===== config.mk =====
export PLATFORM = sky130hd
export DESIGN_NAME = radix50_text_packer_flat
export DESIGN_NICKNAME = d
export VERILOG_FILES = /design/src/hw/rtl/r50p_pkg.sv /design/src/hw/rtl/r50p_in_if.sv /design/src/hw/rtl/r50p_out_if.sv /design/src/hw/rtl/r50p_core.sv /design/src/hw/rtl/r50p_serializer.sv /design/src/hw/rtl/radix50_text_packer.sv /design/src/flat_wrapper.sv
export SDC_FILE = /design/constraint.sdc
export NUM_CORES = 1
export LEC_CHECK = 0
export BUFFER_PORTS_ARGS = -buffer_cell sky130_fd_sc_hd__buf_2
export CAP_MARGIN = 15
export CORE_ASPECT_RATIO = 1.5
export CORE_MARGIN = 2
export CORE_UTILIZATION = 35
export CTS_BUF_LIST = sky130_fd_sc_hd__clkbuf_8 sky130_fd_sc_hd__clkbuf_16
export CTS_CLUSTER_DIAMETER = 80
export DETAILED_ROUTE_END_ITERATION = 7
export PLACE_DENSITY = 0.59
export SLEW_MARGIN = 20
export SYNTH_ARGS = -nofsm -noshare
export SYNTH_HDL_FRONTEND = slang
export SYNTH_SLANG_ARGS = --single-unit

===== constraint.sdc =====
create_clock -name clk_i -period 8.3 [get_ports clk_i]
set_input_delay 0.415 -clock clk_i [delete_from_list [all_inputs] [get_ports clk_i]]
set_output_delay 0.415 -clock clk_i [all_outputs]
set_load 0.02 [all_outputs]

===== src/hw/rtl/r50p_pkg.sv =====
`default_nettype none

package r50p_pkg;

  typedef enum logic [1:0] {
    PH_WAIT    = 2'd0,
    PH_IN      = 2'd1,
    PH_BETWEEN = 2'd2,
    PH_DISCARD = 2'd3
  } phase_e;

  localparam logic [2:0] ST_DATA    = 3'd0;
  localparam logic [2:0] ST_DONE    = 3'd1;
  localparam logic [2:0] ST_NOARG   = 3'd2;
  localparam logic [2:0] ST_BADCH   = 3'd3;
  localparam logic [2:0] ST_NOCLOSE = 3'd4;

  localparam logic CFG_BIG_ENDIAN = 1'b0;
  localparam logic CFG_SKIP_SPACE = 1'b1;

  localparam logic [15:0] MUL_C0 = 16'd1600;
  localparam logic [15:0] MUL_C1 = 16'd40;

  typedef struct packed {
    logic [1:0]       cnt;
    logic [2:0][7:0]  bytes;
    logic [2:0][2:0]  status;
  } grp_t;

  // bit 6 flags a valid code, bits 5:0 hold the code
  function automatic logic [6:0] code_of(input logic [7:0] c);
    logic [6:0] r;
    r = 7'd0;
    if (c == 8'h20) begin
      r = {1'b1, 6'd0};
    end else if (c == 8'h24) begin
      r = {1'b1, 6'd27};
    end else if (c == 8'h2e) begin
      r = {1'b1, 6'd28};
    end else if (c == 8'h25) begin
      r = {1'b1, 6'd29};
    end else if (c >= 8'h30 && c <= 8'h39) begin
      r = {1'b1, 6'(c - 8'h30 + 8'd30)};
    end else if (c >= 8'h41 && c <= 8'h5a) begin
      r = {1'b1, 6'(c - 8'h41 + 8'd1)};
    end else if (c >= 8'h61 && c <= 8'h7a) begin
      r = {1'b1, 6'(c - 8'h61 + 8'd1)};
    end
    return r;
  endfunction

  function automatic logic is_white(input logic [7:0] c);
    return (c == 8'h20) || (c >= 8'd9 && c <= 8'd13);
  endfunction

endpackage

`default_nettype wire


===== src/hw/rtl/r50p_in_if.sv =====
`default_nettype none

interface r50p_in_if;
  logic       valid;
  logic       ready;
  logic [7:0] ch;
  logic       line_end;

  modport source (output valid, output ch, output line_end, input ready);
  modport sink   (input valid, input ch, input line_end, output ready);
endinterface

`default_nettype wire


===== src/hw/rtl/r50p_out_if.sv =====
`default_nettype none

interface r50p_out_if;
  logic       valid;
  logic       ready;
  logic [7:0] out_byte;
  logic [2:0] status;
  logic       last;

  modport source (output valid, output out_byte, output status, output last, input ready);
  modport sink   (input valid, input out_byte, input status, input last, output ready);
endinterface

`default_nettype wire


===== src/hw/rtl/r50p_core.sv =====
`default_nettype none

module r50p_core import r50p_pkg::*; (
  input  wire logic   clk_i,
  input  wire logic   rst_ni,
  input  wire logic   cfg_we_i,
  input  wire logic   cfg_idx_i,
  input  wire logic   cfg_data_i,
  r50p_in_if.sink     in_i,
  output grp_t        grp_o,
  output logic        grp_vld_o,
  input  wire logic   grp_rdy_i
);

  logic       in_vld_q;
  logic [7:0] ch_q;
  logic       eol_q;
  logic       be_q, skip_q;

  phase_e      phase_q, phase_d;
  logic [7:0]  delim_q, delim_d;
  logic [1:0]  pos_q, pos_d;
  logic [15:0] acc_q, acc_d;
  logic        had_q, had_d;

  logic        fire;
  logic        emit_w, emit_s;
  logic [15:0] w_val, w_sum;
  logic [2:0]  s_val;
  logic [6:0]  code_r;
  logic [15:0] code16;
  grp_t        grp;

  assign fire      = in_vld_q && ((grp.cnt == 2'd0) || grp_rdy_i);
  assign in_i.ready = !in_vld_q || fire;
  assign grp_o     = grp;
  assign grp_vld_o = in_vld_q && (grp.cnt != 2'd0);

  assign code_r = code_of(ch_q);
  assign code16 = 16'(code_r[5:0]);

  always_comb begin
    case (pos_q)
      2'd0:    w_sum = code16 * MUL_C0;
      2'd1:    w_sum = acc_q + code16 * MUL_C1;
      default: w_sum = acc_q + code16;
    endcase
  end

  always_comb begin
    phase_d = phase_q;
    delim_d = delim_q;
    pos_d   = pos_q;
    acc_d   = acc_q;
    had_d   = had_q;
    emit_w  = 1'b0;
    emit_s  = 1'b0;
    w_val   = acc_q;
    s_val   = ST_DATA;
    if (eol_q) begin
      case (phase_q)
        PH_WAIT: begin
          emit_s = 1'b1;
          s_val  = ST_NOARG;
        end
        PH_IN: begin
          emit_s = 1'b1;
          s_val  = ST_NOCLOSE;
        end
        PH_BETWEEN: begin
          emit_w = (pos_q != 2'd0);
          emit_s = 1'b1;
          s_val  = ST_DONE;
        end
        default: ;
      endcase
      phase_d = PH_WAIT;
      had_d   = 1'b0;
      pos_d   = 2'd0;
      acc_d   = 16'd0;
    end else begin
      case (phase_q)
        PH_WAIT: begin
          delim_d = ch_q;
          had_d   = 1'b0;
          phase_d = PH_IN;
        end
        PH_BETWEEN: begin
          if (!(is_white(ch_q) && skip_q)) begin
            delim_d = ch_q;
            had_d   = 1'b0;
            phase_d = PH_IN;
          end
        end
        PH_IN: begin
          if (ch_q == delim_q) begin
            emit_w  = !had_q && (pos_q == 2'd0);
            w_val   = 16'd0;
            phase_d = PH_BETWEEN;
          end else if (!code_r[6]) begin
            emit_s  = 1'b1;
            s_val   = ST_BADCH;
            pos_d   = 2'd0;
            acc_d   = 16'd0;
            phase_d = PH_DISCARD;
          end else begin
            had_d = 1'b1;
            if (pos_q == 2'd2) begin
              emit_w = 1'b1;
              w_val  = w_sum;
              pos_d  = 2'd0;
              acc_d  = 16'd0;
            end else begin
              pos_d = pos_q + 2'd1;
              acc_d = w_sum;
            end
          end
        end
        default: ;
      endcase
    end
  end

  always_comb begin
    grp = '0;
    if (emit_w) begin
      grp.bytes[0] = be_q ? w_val[15:8] : w_val[7:0];
      grp.bytes[1] = be_q ? w_val[7:0] : w_val[15:8];
    end
    if (emit_s) begin
      grp.status[emit_w ? 2'd2 : 2'd0] = s_val;
    end
    grp.cnt = (emit_w ? 2'd2 : 2'd0) + (emit_s ? 2'd1 : 2'd0);
  end

  always_ff @(posedge clk_i or negedge rst_ni) begin
    if (!rst_ni) begin
      in_vld_q <= 1'b0;
      be_q     <= 1'b0;
      skip_q   <= 1'b1;
      phase_q  <= PH_WAIT;
      delim_q  <= 8'd0;
      pos_q    <= 2'd0;
      acc_q    <= 16'd0;
      had_q    <= 1'b0;
    end else begin
      if (cfg_we_i) begin
        case (cfg_idx_i)
          CFG_BIG_ENDIAN: be_q   <= cfg_data_i;
          CFG_SKIP_SPACE: skip_q <= cfg_data_i;
          default: ;
        endcase
      end
      if (in_i.ready) begin
        in_vld_q <= in_i.valid;
      end
      if (fire) begin
        phase_q <= phase_d;
        delim_q <= delim_d;
        pos_q   <= pos_d;
        acc_q   <= acc_d;
        had_q   <= had_d;
      end
    end
  end

  always_ff @(posedge clk_i) begin
    if (in_i.valid && in_i.ready) begin
      ch_q  <= in_i.ch;
      eol_q <= in_i.line_end;
    end
  end

endmodule

`default_nettype wire


===== src/hw/rtl/r50p_serializer.sv =====
`default_nettype none

module r50p_serializer import r50p_pkg::*; (
  input  wire logic  clk_i,
  input  wire logic  rst_ni,
  input  wire grp_t  grp_i,
  input  wire logic  grp_vld_i,
  output logic       grp_rdy_o,
  r50p_out_if.source out_o
);

  logic       busy_q;
  logic [1:0] idx_q;
  grp_t       grp_q;
  logic       xfer, is_last;

  assign is_last   = (idx_q == (grp_q.cnt - 2'd1));
  assign xfer      = out_o.valid && out_o.ready;
  assign grp_rdy_o = !busy_q || (xfer && is_last);

  assign out_o.valid    = busy_q;
  assign out_o.out_byte = grp_q.bytes[idx_q];
  assign out_o.status   = grp_q.status[idx_q];
  assign out_o.last     = is_last;

  always_ff @(posedge clk_i or negedge rst_ni) begin
    if (!rst_ni) begin
      busy_q <= 1'b0;
      idx_q  <= 2'd0;
    end else if (grp_vld_i && grp_rdy_o) begin
      busy_q <= 1'b1;
      idx_q  <= 2'd0;
    end else if (xfer) begin
      if (is_last) begin
        busy_q <= 1'b0;
      end else begin
        idx_q <= idx_q + 2'd1;
      end
    end
  end

  always_ff @(posedge clk_i) begin
    if (grp_vld_i && grp_rdy_o) begin
      grp_q <= grp_i;
    end
  end

endmodule

`default_nettype wire


===== src/hw/rtl/radix50_text_packer.sv =====
// channel   dir  fields                          transfer when
// in_i      in   ch[7:0], line_end               in_i.valid && in_i.ready
// out_o     out  out_byte[7:0], status[2:0], last out_o.valid && out_o.ready
// cfg       in   cfg_we_i, cfg_idx_i, cfg_data_i cfg_we_i high
//
// An item is registered, decoded combinationally into a group of zero to
// three results, and the output stage hands those out one per cycle while
// out_o.ready is high. Items with at most one result flow at one per cycle;
// an item with two or three results holds the output stage until all leave.
// Items pass the input register, then the serializer's group register.
// Reset clears the decode state and resets the config registers at once.
// A stalled output holds its result and backs up the input register.
`default_nettype none

module radix50_text_packer import r50p_pkg::*; (
  input  wire logic  clk_i,
  input  wire logic  rst_ni,
  input  wire logic  cfg_we_i,
  input  wire logic  cfg_idx_i,
  input  wire logic  cfg_data_i,
  r50p_in_if.sink    in_i,
  r50p_out_if.source out_o
);

  grp_t grp;
  logic grp_vld, grp_rdy;

  r50p_core u_core (
    .clk_i      (clk_i),
    .rst_ni     (rst_ni),
    .cfg_we_i   (cfg_we_i),
    .cfg_idx_i  (cfg_idx_i),
    .cfg_data_i (cfg_data_i),
    .in_i       (in_i),
    .grp_o      (grp),
    .grp_vld_o  (grp_vld),
    .grp_rdy_i  (grp_rdy)
  );

  r50p_serializer u_ser (
    .clk_i     (clk_i),
    .rst_ni    (rst_ni),
    .grp_i     (grp),
    .grp_vld_i (grp_vld),
    .grp_rdy_o (grp_rdy),
    .out_o     (out_o)
  );

endmodule

`default_nettype wire


===== src/flat_wrapper.sv =====
// flat-port wrapper written by rule: the top's interface ports become plain ports
module radix50_text_packer_flat import r50p_pkg::*;
  (clk_i, rst_ni, cfg_we_i, cfg_idx_i, cfg_data_i, in_i_valid, in_i_ch, in_i_line_end, in_i_ready, out_o_valid, out_o_out_byte, out_o_status, out_o_last, out_o_ready);
  r50p_in_if in_i_i ();
  r50p_out_if out_o_i ();
  input  wire logic clk_i;
  input  wire logic rst_ni;
  input  wire logic cfg_we_i;
  input  wire logic cfg_idx_i;
  input  wire logic cfg_data_i;
  input wire logic [$bits(in_i_i.valid)-1:0] in_i_valid;
  input wire logic [$bits(in_i_i.ch)-1:0] in_i_ch;
  input wire logic [$bits(in_i_i.line_end)-1:0] in_i_line_end;
  output wire logic [$bits(in_i_i.ready)-1:0] in_i_ready;
  output wire logic [$bits(out_o_i.valid)-1:0] out_o_valid;
  output wire logic [$bits(out_o_i.out_byte)-1:0] out_o_out_byte;
  output wire logic [$bits(out_o_i.status)-1:0] out_o_status;
  output wire logic [$bits(out_o_i.last)-1:0] out_o_last;
  input wire logic [$bits(out_o_i.ready)-1:0] out_o_ready;
  assign in_i_i.valid = in_i_valid;
  assign in_i_i.ch = in_i_ch;
  assign in_i_i.line_end = in_i_line_end;
  assign in_i_ready = in_i_i.ready;
  assign out_o_valid = out_o_i.valid;
  assign out_o_out_byte = out_o_i.out_byte;
  assign out_o_status = out_o_i.status;
  assign out_o_last = out_o_i.last;
  assign out_o_i.ready = out_o_ready;
  radix50_text_packer u_core (.clk_i(clk_i), .rst_ni(rst_ni), .cfg_we_i(cfg_we_i), .cfg_idx_i(cfg_idx_i), .cfg_data_i(cfg_data_i), .in_i(in_i_i), .out_o(out_o_i));
endmodule

==> results of run 1 <==
[cell families (layout without fill, tap and decap cells)]
group	count (synthesis)	in the layout	synth area share [%]
buf+inv	64	76	4.90
flops	68	68	33.1
other cells	1	2	0.0664
xor+xnor	29	29	4.50
compound gates	189	189	24.2
fa+ha+maj	49	49	11.4
simple gates	184	184	16.1
mux	28	28	5.76
[metal layers]
metal	track usage [%]	vias up	share of wire, %	wire (um)
met5	0	-	0	0
met2	30.9	141	51	7320
li1	-	2301	-	-
met4	6.12	0	2.7	391
met1	20.3	2323	42	5980
met3	2.25	29	3.9	558
[power breakdown]
group | leakage (nW) | internal [mW] | switching [mW]
Clock | 0.165 | 0.269 | 0.144
Sequential | 0.763 | 0.462 | 0.130
Combinational | 1.71 | 0.334 | 0.455
Total | 2.64 | 1.06 | 0.729
[path summary, 6_finish.rpt]
kind | startpoint | slack (ns) | endpoint | cells after the start
setup / recovery | u_core.u_core.ch_q[2] | 2.94 | u_core.u_core.acc_q[14] | 20
hold / removal | rst_ni | 0.18 | u_core.u_core.delim_q[5] | 1
max in group asynchronous | rst_ni | 7.58 | u_core.u_core.acc_q[8] | 1
setup reg to reg | u_core.u_core.ch_q[2] | 2.94 | u_core.u_core.acc_q[14] | 20
hold reg to reg | u_core.u_core.delim_q[3] | 0.53 | u_core.u_core.delim_q[3] | 1
min in group clk_i | in_i_line_end | 0.25 | u_core.u_core.eol_q | 1
[critical path, stage by stage, from the launching register on]
cell and delay (ns):
edfxtp_1 0.58, or2_1 0.31, o41ai_1 0.38, nor2_1 0.17
o21ai_0 0.59, inv_1 0.28, ha_1 0.35, ha_1 0.23
fa_1 0.40, a21o_1 0.17, a21oi_1 0.18, xnor2_1 0.09
ha_1 0.22, a21oi_1 0.19, nand2_1 0.07, a21oi_1 0.12
nand2b_1 0.16, nor2_1 0.07, xnor2_1 0.12, a2111oi_0 0.44
a211o_1 0.16
[area by class of cell]
cell class                 count  area (um2)
timing repair buffer          33         175
sequential                    68        1870
clock inverter                 6        81.3
tap                          203         254
multi-input combinational    481        3510
fill                        1604        9460
inverter                      27         101
clock buffer                  10         239
[flip-flops by register name (all words and copies together), names as in the netlist]
| name | flops |
|---|---|
| u_core.u_ser.grp_q | 24 |
| u_core.u_core.acc_q | 16 |
| u_core.u_core.ch_q | 8 |
| u_core.u_core.delim_q | 8 |
| u_core.u_core.phase_q | 2 |
| u_core.u_core.pos_q | 2 |
| u_core.u_ser.idx_q | 2 |
| u_core.u_core.be_q | 1 |
| u_core.u_core.eol_q | 1 |
| u_core.u_core.had_q | 1 |
| u_core.u_core.in_vld_q | 1 |
| u_core.u_core.skip_q | 1 |
| u_core.u_ser.out_o.valid | 1 |
[through the flow]
step | cell area (um2) | utilization, % | power, mW | cells
3_5_place_dp | 5910 | 37.6 | 1.38 | 812
4_1_cts | 6230 | 39.7 | 1.79 | 828
2_1_floorplan | 5650 | - | 1.18 | 613
5_1_grt | 6230 | 39.7 | 1.92 | 828
6_report | 6230 | 39.7 | 1.79 | 828
3_3_place_gp | 5910 | 37.6 | 1.36 | 812
[cells in the final DEF, fill, tap and decap left out, types with 9 or more instances in the layout]
| cell | synthesis | routed |
|---|---|---|
| buf_2 | 11 | 29 |
| a21oi_1 | 29 | 29 |
| nor2_1 | 45 | 45 |
| a211oi_1 | 16 | 16 |
| dfrtp_1 | 34 | 34 |
| a31oi_1 | 12 | 12 |
| nor3_1 | 13 | 13 |
| nand3_1 | 12 | 12 |
| nand2_1 | 53 | 53 |
| mux2i_1 | 16 | 16 |
| xnor2_1 | 24 | 24 |
| a21o_1 | 9 | 9 |
| edfxtp_1 | 33 | 33 |
| ha_1 | 45 | 45 |
| o21ai_0 | 33 | 33 |
| inv_1 | 27 | 29 |
| clkbuf_16 | 0 | 9 |
| nand2b_1 | 9 | 9 |
| nor2b_1 | 10 | 9 |
==> results.yml, run 1 <==
outcome:
  status: "finished clean"
detailed_routing:
  wl_um: 14200
  drc: 0
  wl_per_cell_um: 17.2
  drt_iter0_drc: 322
  viasPerCell: 5.79
  firstDrtPassIters: 7
  via_count: 4794
  drtAntennaViolNets: 0
synth:
  syn_area_per_cell_um2: 9.22
  yosysSeqAreaShare_pct: 33.1
  synth_top_area_share_pct: 17.6
  yosys_warnings: 0
  ys_async_sr_fraction_pct: 51.5
  synth-edff-count: 33
  synth_cell_types: 79
  synth.most_common_cell: "nand2_1"
  yosys_most_used_dff: "dfrtp_1"
  yosysTopAreaCell: "edfxtp_1"
  synthTopCellsByArea: "edfxtp_1 18%, dfrtp_1 15%, ha_1 10%"
  synth_area_mm2: 0.00565
  synthTopCellsByCount: "53 x nand2_1, 45 x ha_1, 45 x nor2_1, 34 x dfrtp_1"
  syn_inst: 612
  ys_seq_elements: 68
placement:
  gp_congestion: 0.836
  io_buffers: 29
  dp_hpwl_um: 10900
  pre_cts_slack_ns: 3.02
timing:
  worst_slack_ns: 2.94
  final-max-slew-violation-count: 0
  max_freq_mhz: 187
  setup_tns_ns: 0
  hold-worst-slack_ns: 0.175
  rsz0062_at_grt: "false"
  final-setup-viol-count: 0
  min_period_ns: 5.36
  skew_ns: 0.0104
  period_share_pct: 64.5
  hold_viol: 0
  max_slew_margin_pct: 43.3
  tightest_slew_ns: 0.843
global_route:
  grt_pass1_vias: 4659
  grt_pass1_wl_um: 23700
  grt_max_degree: 36
  grt_antenna_before_repair: 0
  grt.total_usage_pct: 17.1
  overflow: 0
die:
  core-area_mm2: 0.0157
  die_x_um: 108
  die_h_um: 160
  boundaryPins: 30
  row_count: 56
  start_util_pct: 36.0
  die_area_mm2: 0.0172
worst_setup_path:
  critPathKind: "flop to flop"
  cp.arrival_ns: 5.63
  cp-start-kind: "flop"
  critPathRequiredTime_ns: 8.57
  endpoint_kind: "flop"
  path_max_fanout: 14
cts:
  cts_resized: 0
  cts_buffers: 9
  hold_buffers: 0
  path_clk_slew_ns: 0.06
  cts_setup_buffers: 0
  cts-root-buf: "clkbuf_16"
  htree_levels: 3
  cts_max_path_buffers: 2
  cts.sink_count: 68
  cts_tree: "yes"
  clock_latency_ns: 0.34
hold_path:
  hold_path_class: "primary input to async pin"
cells_and_area:
  drive_gt1_share_pct: 12.8
  diodes: 0
  layout.nets: 685
  area_growth_pct: 10.4
pwr:
  p_per_area_mw_per_mm2: 288
  ir_worst_vdd_uv: 166
  leakage_nw: 2.64
run:
  drv_cap: 0
No activity file was read; power rests on OpenSTA's default activity.
==> inputs of run 2 (changes only) <==
Settings changed: PLACE_DENSITY 0.59 to 0.6.
Clock period 8.3 ns to 4.4 ns, I/O delays scaled along.
==> results.yml, run 2 (synthesis gave the netlist of run 1 again) <==
timing:
  period_share_pct: 98.2
  max_slew_margin_pct: 41.4
  hold-worst-slack_ns: -0.00581
  final-setup-viol-count: 0
  tightest_slew_ns: 0.880
  hold_viol: 4
  setup_tns_ns: 0
  skew_ns: 0.00822
  rsz0062_at_grt: "true"
  final-max-slew-violation-count: 0
  max_freq_mhz: 231
  min_period_ns: 4.32
worst_setup_path:
  crit_path_max_incr_delay_ns: 0.42
  cp-startpoint: "u_core.u_core.ch_q[2]"
  cp-start-kind: "flop"
  rrSetupSlack_ns: 0.08
  rr_worst_depth: 19
  critPathKind: "flop to flop"
  endpoint_kind: "flop"
  r2r_end: "u_core.u_core.acc_q[15]"
  slowest_stage: "edfxtp_1"
  critPathRequiredTime_ns: 4.67
  path_max_fanout: 4
  r2r_start: "u_core.u_core.ch_q[2]"
  path_cells: "or2_4 -> o41ai_4 -> nor2_2 -> buf_4 -> o21ai_2 -> inv_1 -> buf_4 -> ha_1 -> ha_1 -> ha_1 -> ha_1 -> a211oi_2 -> o21bai_1 -> a21oi_1 -> xnor2_1 -> nor3_1 -> a211oi_2 -> a311o_1 -> nand2_1"
  cp.arrival_ns: 4.59
  cp_common_cell: "ha_1"
placement:
  dp_hpwl_um: 11600
  gp_congestion: 0.847
  dpl.cell_count: 855
  io_buffers: 29
die:
  die_x_um: 108
  die_h_um: 160
  boundaryPins: 30
  row_count: 56
  core-area_mm2: 0.0157
  die_area_mm2: 0.0172
  start_util_pct: 36.0
cts:
  cts-root-buf: "clkbuf_16"
  clock_latency_ns: 0.34
  htree_levels: 3
  cts_tree: "yes"
  cts_buffers: 9
  cts.sink_count: 68
  hold_buffers: 0
  cts_max_path_buffers: 2
  path_clk_slew_ns: 0.06
detailed_routing:
  via_count: 5053
  viasPerCell: 5.70
  drc: 0
  drt_iter0_drc: 265
  wl_per_cell_um: 17.2
  drtAntennaViolNets: 0
  firstDrtPassIters: 4
  wl_um: 15200
pwr:
  leakage_nw: 2.98
  p_per_area_mw_per_mm2: 524
  ir_worst_vdd_uv: 351
global_route:
  grt_antenna_before_repair: 0
  grt_pass1_vias: 4891
  grt_max_degree: 36
  grt.total_usage_pct: 17.8
  overflow: 0
  grt_pass1_wl_um: 24700
cells_and_area:
  final_common_cell: "buf_4"
  drive_gt1_share_pct: 27.3
  area_growth_pct: 24.2
  largest_reg_flops: 24
  top_register: "u_core.u_ser.grp_q"
  fin_util_pct: 44.7
  reg_top3: "u_core.u_ser.grp_q x24, u_core.u_core.acc_q x16"
  layout.nets: 745
  layout.cells.most_common_list: "59 x buf_4, 51 x nand2_1, 43 x nor2_1"
  diodes: 0
  layoutNonFillerInstCount: 887
outcome:
  status: "complete, but fails checks"
  violations: "hold timing"
run:
  drv_cap: 0
hold_path:
  hold_path_class: "primary input to async pin"
==> run 2: cell type report <==
| class | count | area [um2] |
|---|---|---|
| Clock buffer | 9 | 225 |
| Multi-Input combinational cell | 481 | 3820 |
| Sequential cell | 68 | 1870 |
| Tap cell | 203 | 254 |
| Fill cell | 1524 | 8680 |
| Clock inverter | 6 | 88.8 |
| Inverter | 27 | 101 |
| Timing Repair Buffer | 93 | 653 |
==> run 2: worst max path at each step <==
stage                              endpoint
floorplan           u_core.u_core.acc_q[14]
global route        u_core.u_core.acc_q[15]
CTS                 u_core.u_core.acc_q[11]
detailed placement  u_core.u_core.acc_q[14]
finish              u_core.u_core.acc_q[15]
global placement    u_core.u_core.acc_q[11]
==> run 2: critical path, delay by kind of cell (launching register included) <==
kind            cells  cell delay [ns]
buf+inv             3             0.41
compound gates      7             1.45
flops               1             0.42
xor+xnor            1             0.11
fa+ha+maj           4             1.19
simple gates        4             0.66
==> run 2: what timing repair did <==
item | CTS | global route
gates resized for setup | 10 | 59
endpoints found under the setup margin | 5 | 20
setup buffers | 0 | 18
pin swaps | 1 | 34
gates cloned | 0 | 0
==> run 2: where the power goes <==
part           switching [mW]  internal, mW
combinational           0.987         0.818
sequential              0.223         0.871
clock                   0.282         0.494
==> run 2: metrics by stage <==
step                      total power, mW  hold slack, ns  cell area, um2  worst slack (ns)
after floorplan                      2.23         -0.0756            5650            0.0402
after global placement               2.69           0.364            6230           -0.0490
after detailed placement             2.73           0.380            6230            -0.144
after CTS                            3.55          0.0179            6580            0.0103
after global routing                 3.93          0.0448            7010            -0.112
final                                3.67        -0.00581            7010            0.0802
==> run 2: per-layer routing <==
metal	vias to the layer above	global-route usage, %	routed length (um)
li1	2436	-	-
met1	2449	20.8	6120
met2	139	32.1	8120
met3	29	2.62	533
met4	0	7.17	442
met5	-	0	0
==> inputs of run 3 (changes only) <==
Settings changed: ABC_AREA set to 1.
==> results.yml, run 3 <==
detailed_routing:
  via_count: 5359
  drtAntennaViolNets: 0
  wl_um: 15500
  firstDrtPassIters: 5
  wl_per_cell_um: 14.7
  viasPerCell: 5.07
  drt_iter0_drc: 233
  drc: 0
worst_setup_path:
  critPathRequiredTime_ns: 4.50
  critPathKind: "flop to flop"
  cp-start-kind: "flop"
  cp.arrival_ns: 4.21
  crit_path_max_incr_delay_ns: 0.49
  slowest_stage: "edfxtp_1"
  rr_worst_depth: 25
  cp_top_family: "adder cells"
  r2r_start: "u_core.u_core.ch_q[1]"
  crit_buf_inv: 4
  cp_common_cell: "nand2_1"
  rrSetupSlack_ns: 0.29
  path_max_fanout: 6
  r2r_end: "u_core.u_ser.grp_q[16]"
  endpoint_kind: "flop"
die:
  die_x_um: 109
  start_util_pct: 35.6
  boundaryPins: 30
  die_area_mm2: 0.0175
  die_h_um: 161
  row_count: 57
  core-area_mm2: 0.0162
timing:
  tightest_slew_ns: 0.912
  min_period_ns: 4.11
  hold-worst-slack_ns: 0.00413
  final-setup-viol-count: 0
  max_slew_margin_pct: 39.2
  setup_tns_ns: 0
  final-max-slew-violation-count: 0
  rsz0062_at_grt: "true"
  period_share_pct: 93.5
  max_freq_mhz: 243
  hold_viol: 0
  skew_ns: 0.0125
pwr:
  p_seq_share_pct: 28.2
  p_per_area_mw_per_mm2: 526
  pwr-share-comb_pct: 50.6
  switching_share_pct: 45.1
  switching_power_mw: 1.63
  p_clk_share_pct: 21.2
  ir_worst_vdd_uv: 330
  leakage_nw: 3.31
  power.internal_mw: 1.99
cts:
  cts-root-buf: "clkbuf_16"
  cts_buffers: 9
  cts_max_path_buffers: 2
  clock_latency_ns: 0.35
  cts.sink_count: 68
  path_clk_slew_ns: 0.07
  htree_levels: 3
  cts_tree: "yes"
synth:
  synthTopCellsByCount: "190 x nand2_1, 104 x inv_1, 73 x nand3_1, 46 x nor2_1"
  yosys_most_used_dff: "dfrtp_1"
  yosys_warnings: 0
  ys_async_sr_fraction_pct: 51.5
  ys_seq_elements: 68
  synth_cell_types: 50
  synth_area_mm2: 0.00577
  syn_inst: 784
  yosysTopAreaCell: "edfxtp_1"
  syn_area_per_cell_um2: 7.36
  synth.most_common_cell: "nand2_1"
  synth_top_area_share_pct: 17.2
  synthTopCellsByArea: "edfxtp_1 17%, dfrtp_1 15%, nand2_1 12%"
  synth-edff-count: 33
  yosysSeqAreaShare_pct: 32.4
placement:
  placed_area_mm2: 0.00629
  dpl.cell_count: 1030
  io_buffers: 29
  dp_hpwl_um: 12000
  gp_congestion: 0.914
global_route:
  grt.total_usage_pct: 18.4
  grt_max_degree: 36
  grt_pass1_vias: 5281
  grt_antenna_before_repair: 0
  overflow: 0
  grt_pass1_wl_um: 25200
cells_and_area:
  final_area_mm2: 0.00687
  largest_reg_flops: 24
  layoutNonFillerInstCount: 1057
  drive_gt1_share_pct: 21.3
  area_growth_pct: 19.1
  fin_util_pct: 42.5
  top_register: "u_core.u_ser.grp_q"
  layout.cells.most_common_list: "187 x nand2_1, 101 x inv_1, 73 x nand3_1"
  reg_top3: "u_core.u_ser.grp_q x24, u_core.u_core.acc_q x16"
  final_common_cell: "nand2_1"
  diodes: 0
  layout.nets: 911
hold_path:
  hold_path_class: "primary input to async pin"
outcome:
  status: "finished clean"
run:
  drv_cap: 0
-- run 3: cell count changes in the layout (fill, tap and decap cells not counted), moves of 16 or more --
cell	delta
nand2_1	+136
inv_1	+76
nand3_1	+61
inv_2	+17
a21oi_1	+16
buf_4	-16
-- run 3: worst reg2reg max path, delay by kind of cell (launching register included) --
family	cells	cell delay (ns)
AO/OA/AOI/OAI	7	0.97
XOR/XNOR	1	0.19
adder cells (fa/ha/maj)	4	1.08
buffers and inverters	4	0.48
flip-flops	1	0.49
AND/OR/NAND/NOR	9	0.64
-- run 3: logic make-up (layout without fill, tap and decap cells) --
group                      after synthesis  count (layout)  synth area share [%]
xor gates and xnor gates                25              25                  3.80
other                                    1               2                0.0650
adders and majority gates               49              49                  11.1
and+or+nand+nor                        368             368                  28.7
AOI/OAI and AO/OA                      128             128                  13.5
buffers and inverters                  144             210                  10.2
muxes                                    1               1                 0.195
DFF                                     68              68                  32.4
-- run 3: timing repair --
item,CTS,global route
setup buffers,0,11
pin swaps,0,17
gates resized for setup,3,36
hold buffers,0,0
setup endpoints to repair,3,9
hold endpoints to repair,0,0
-- run 3: how the worst max path moves through the flow --
| stage | to | slack, ns | from | depth (start not counted) |
|---|---|---|---|---|
| floorplan | u_core.u_ser.grp_q[16] | 0.01 | u_core.u_core.ch_q[2] | 29 |
| global placement | u_core.u_ser.grp_q[16] | 0.04 | u_core.u_core.ch_q[2] | 28 |
| detailed placement | u_core.u_ser.grp_q[16] | -0.08 | u_core.u_core.ch_q[2] | 28 |
| CTS | u_core.u_ser.grp_q[16] | 0.01 | u_core.u_core.ch_q[1] | 27 |
| global route | u_core.u_ser.grp_q[16] | -0.05 | u_core.u_core.ch_q[1] | 27 |
| finish | u_core.u_ser.grp_q[16] | 0.29 | u_core.u_core.ch_q[1] | 25 |
-- run 3: power groups by stage --
stage / Sequential [mW] / Clock [mW] / Combinational (mW)
after floorplan: 0.973 / 0 / 1.27
after global placement: 1.02 / 0 / 1.68
after detailed placement: 1.03 / 0 / 1.69
after CTS: 1.01 / 0.778 / 1.70
after global routing: 1.04 / 0.807 / 2.04
final: 1.02 / 0.768 / 1.83
-- run 3: metrics by stage --
stage | total power, mW | setup WS, ns
after floorplan | 2.24 | 0.0131
after global placement | 2.70 | 0.0445
after detailed placement | 2.71 | -0.0782
after CTS | 3.49 | 0.0140
after global routing | 3.88 | -0.0527
final | 3.62 | 0.288
-- run 3: cell type report --
class,count,area (um2)
fillers,1605,9320
multi-input cells,573,3510
flip-flops and latches,68,1870
repair buffers,72,468
inverters,122,458
well taps,206,258
clock buffers,9,225
clock inverters,7,83.8
-- run 3: per-layer routing --
metal / wire length, um / GRT usage [%] / share of wire, % / vias to the layer above
li1: - / - / - / 2733
met1: 6080 / 19.4 / 39 / 2455
met2: 8390 / 35.0 / 54 / 135
met3: 516 / 2.50 / 3.3 / 36
met4: 540 / 8.39 / 3.5 / 0
met5: 0 / 0 / 0 / -
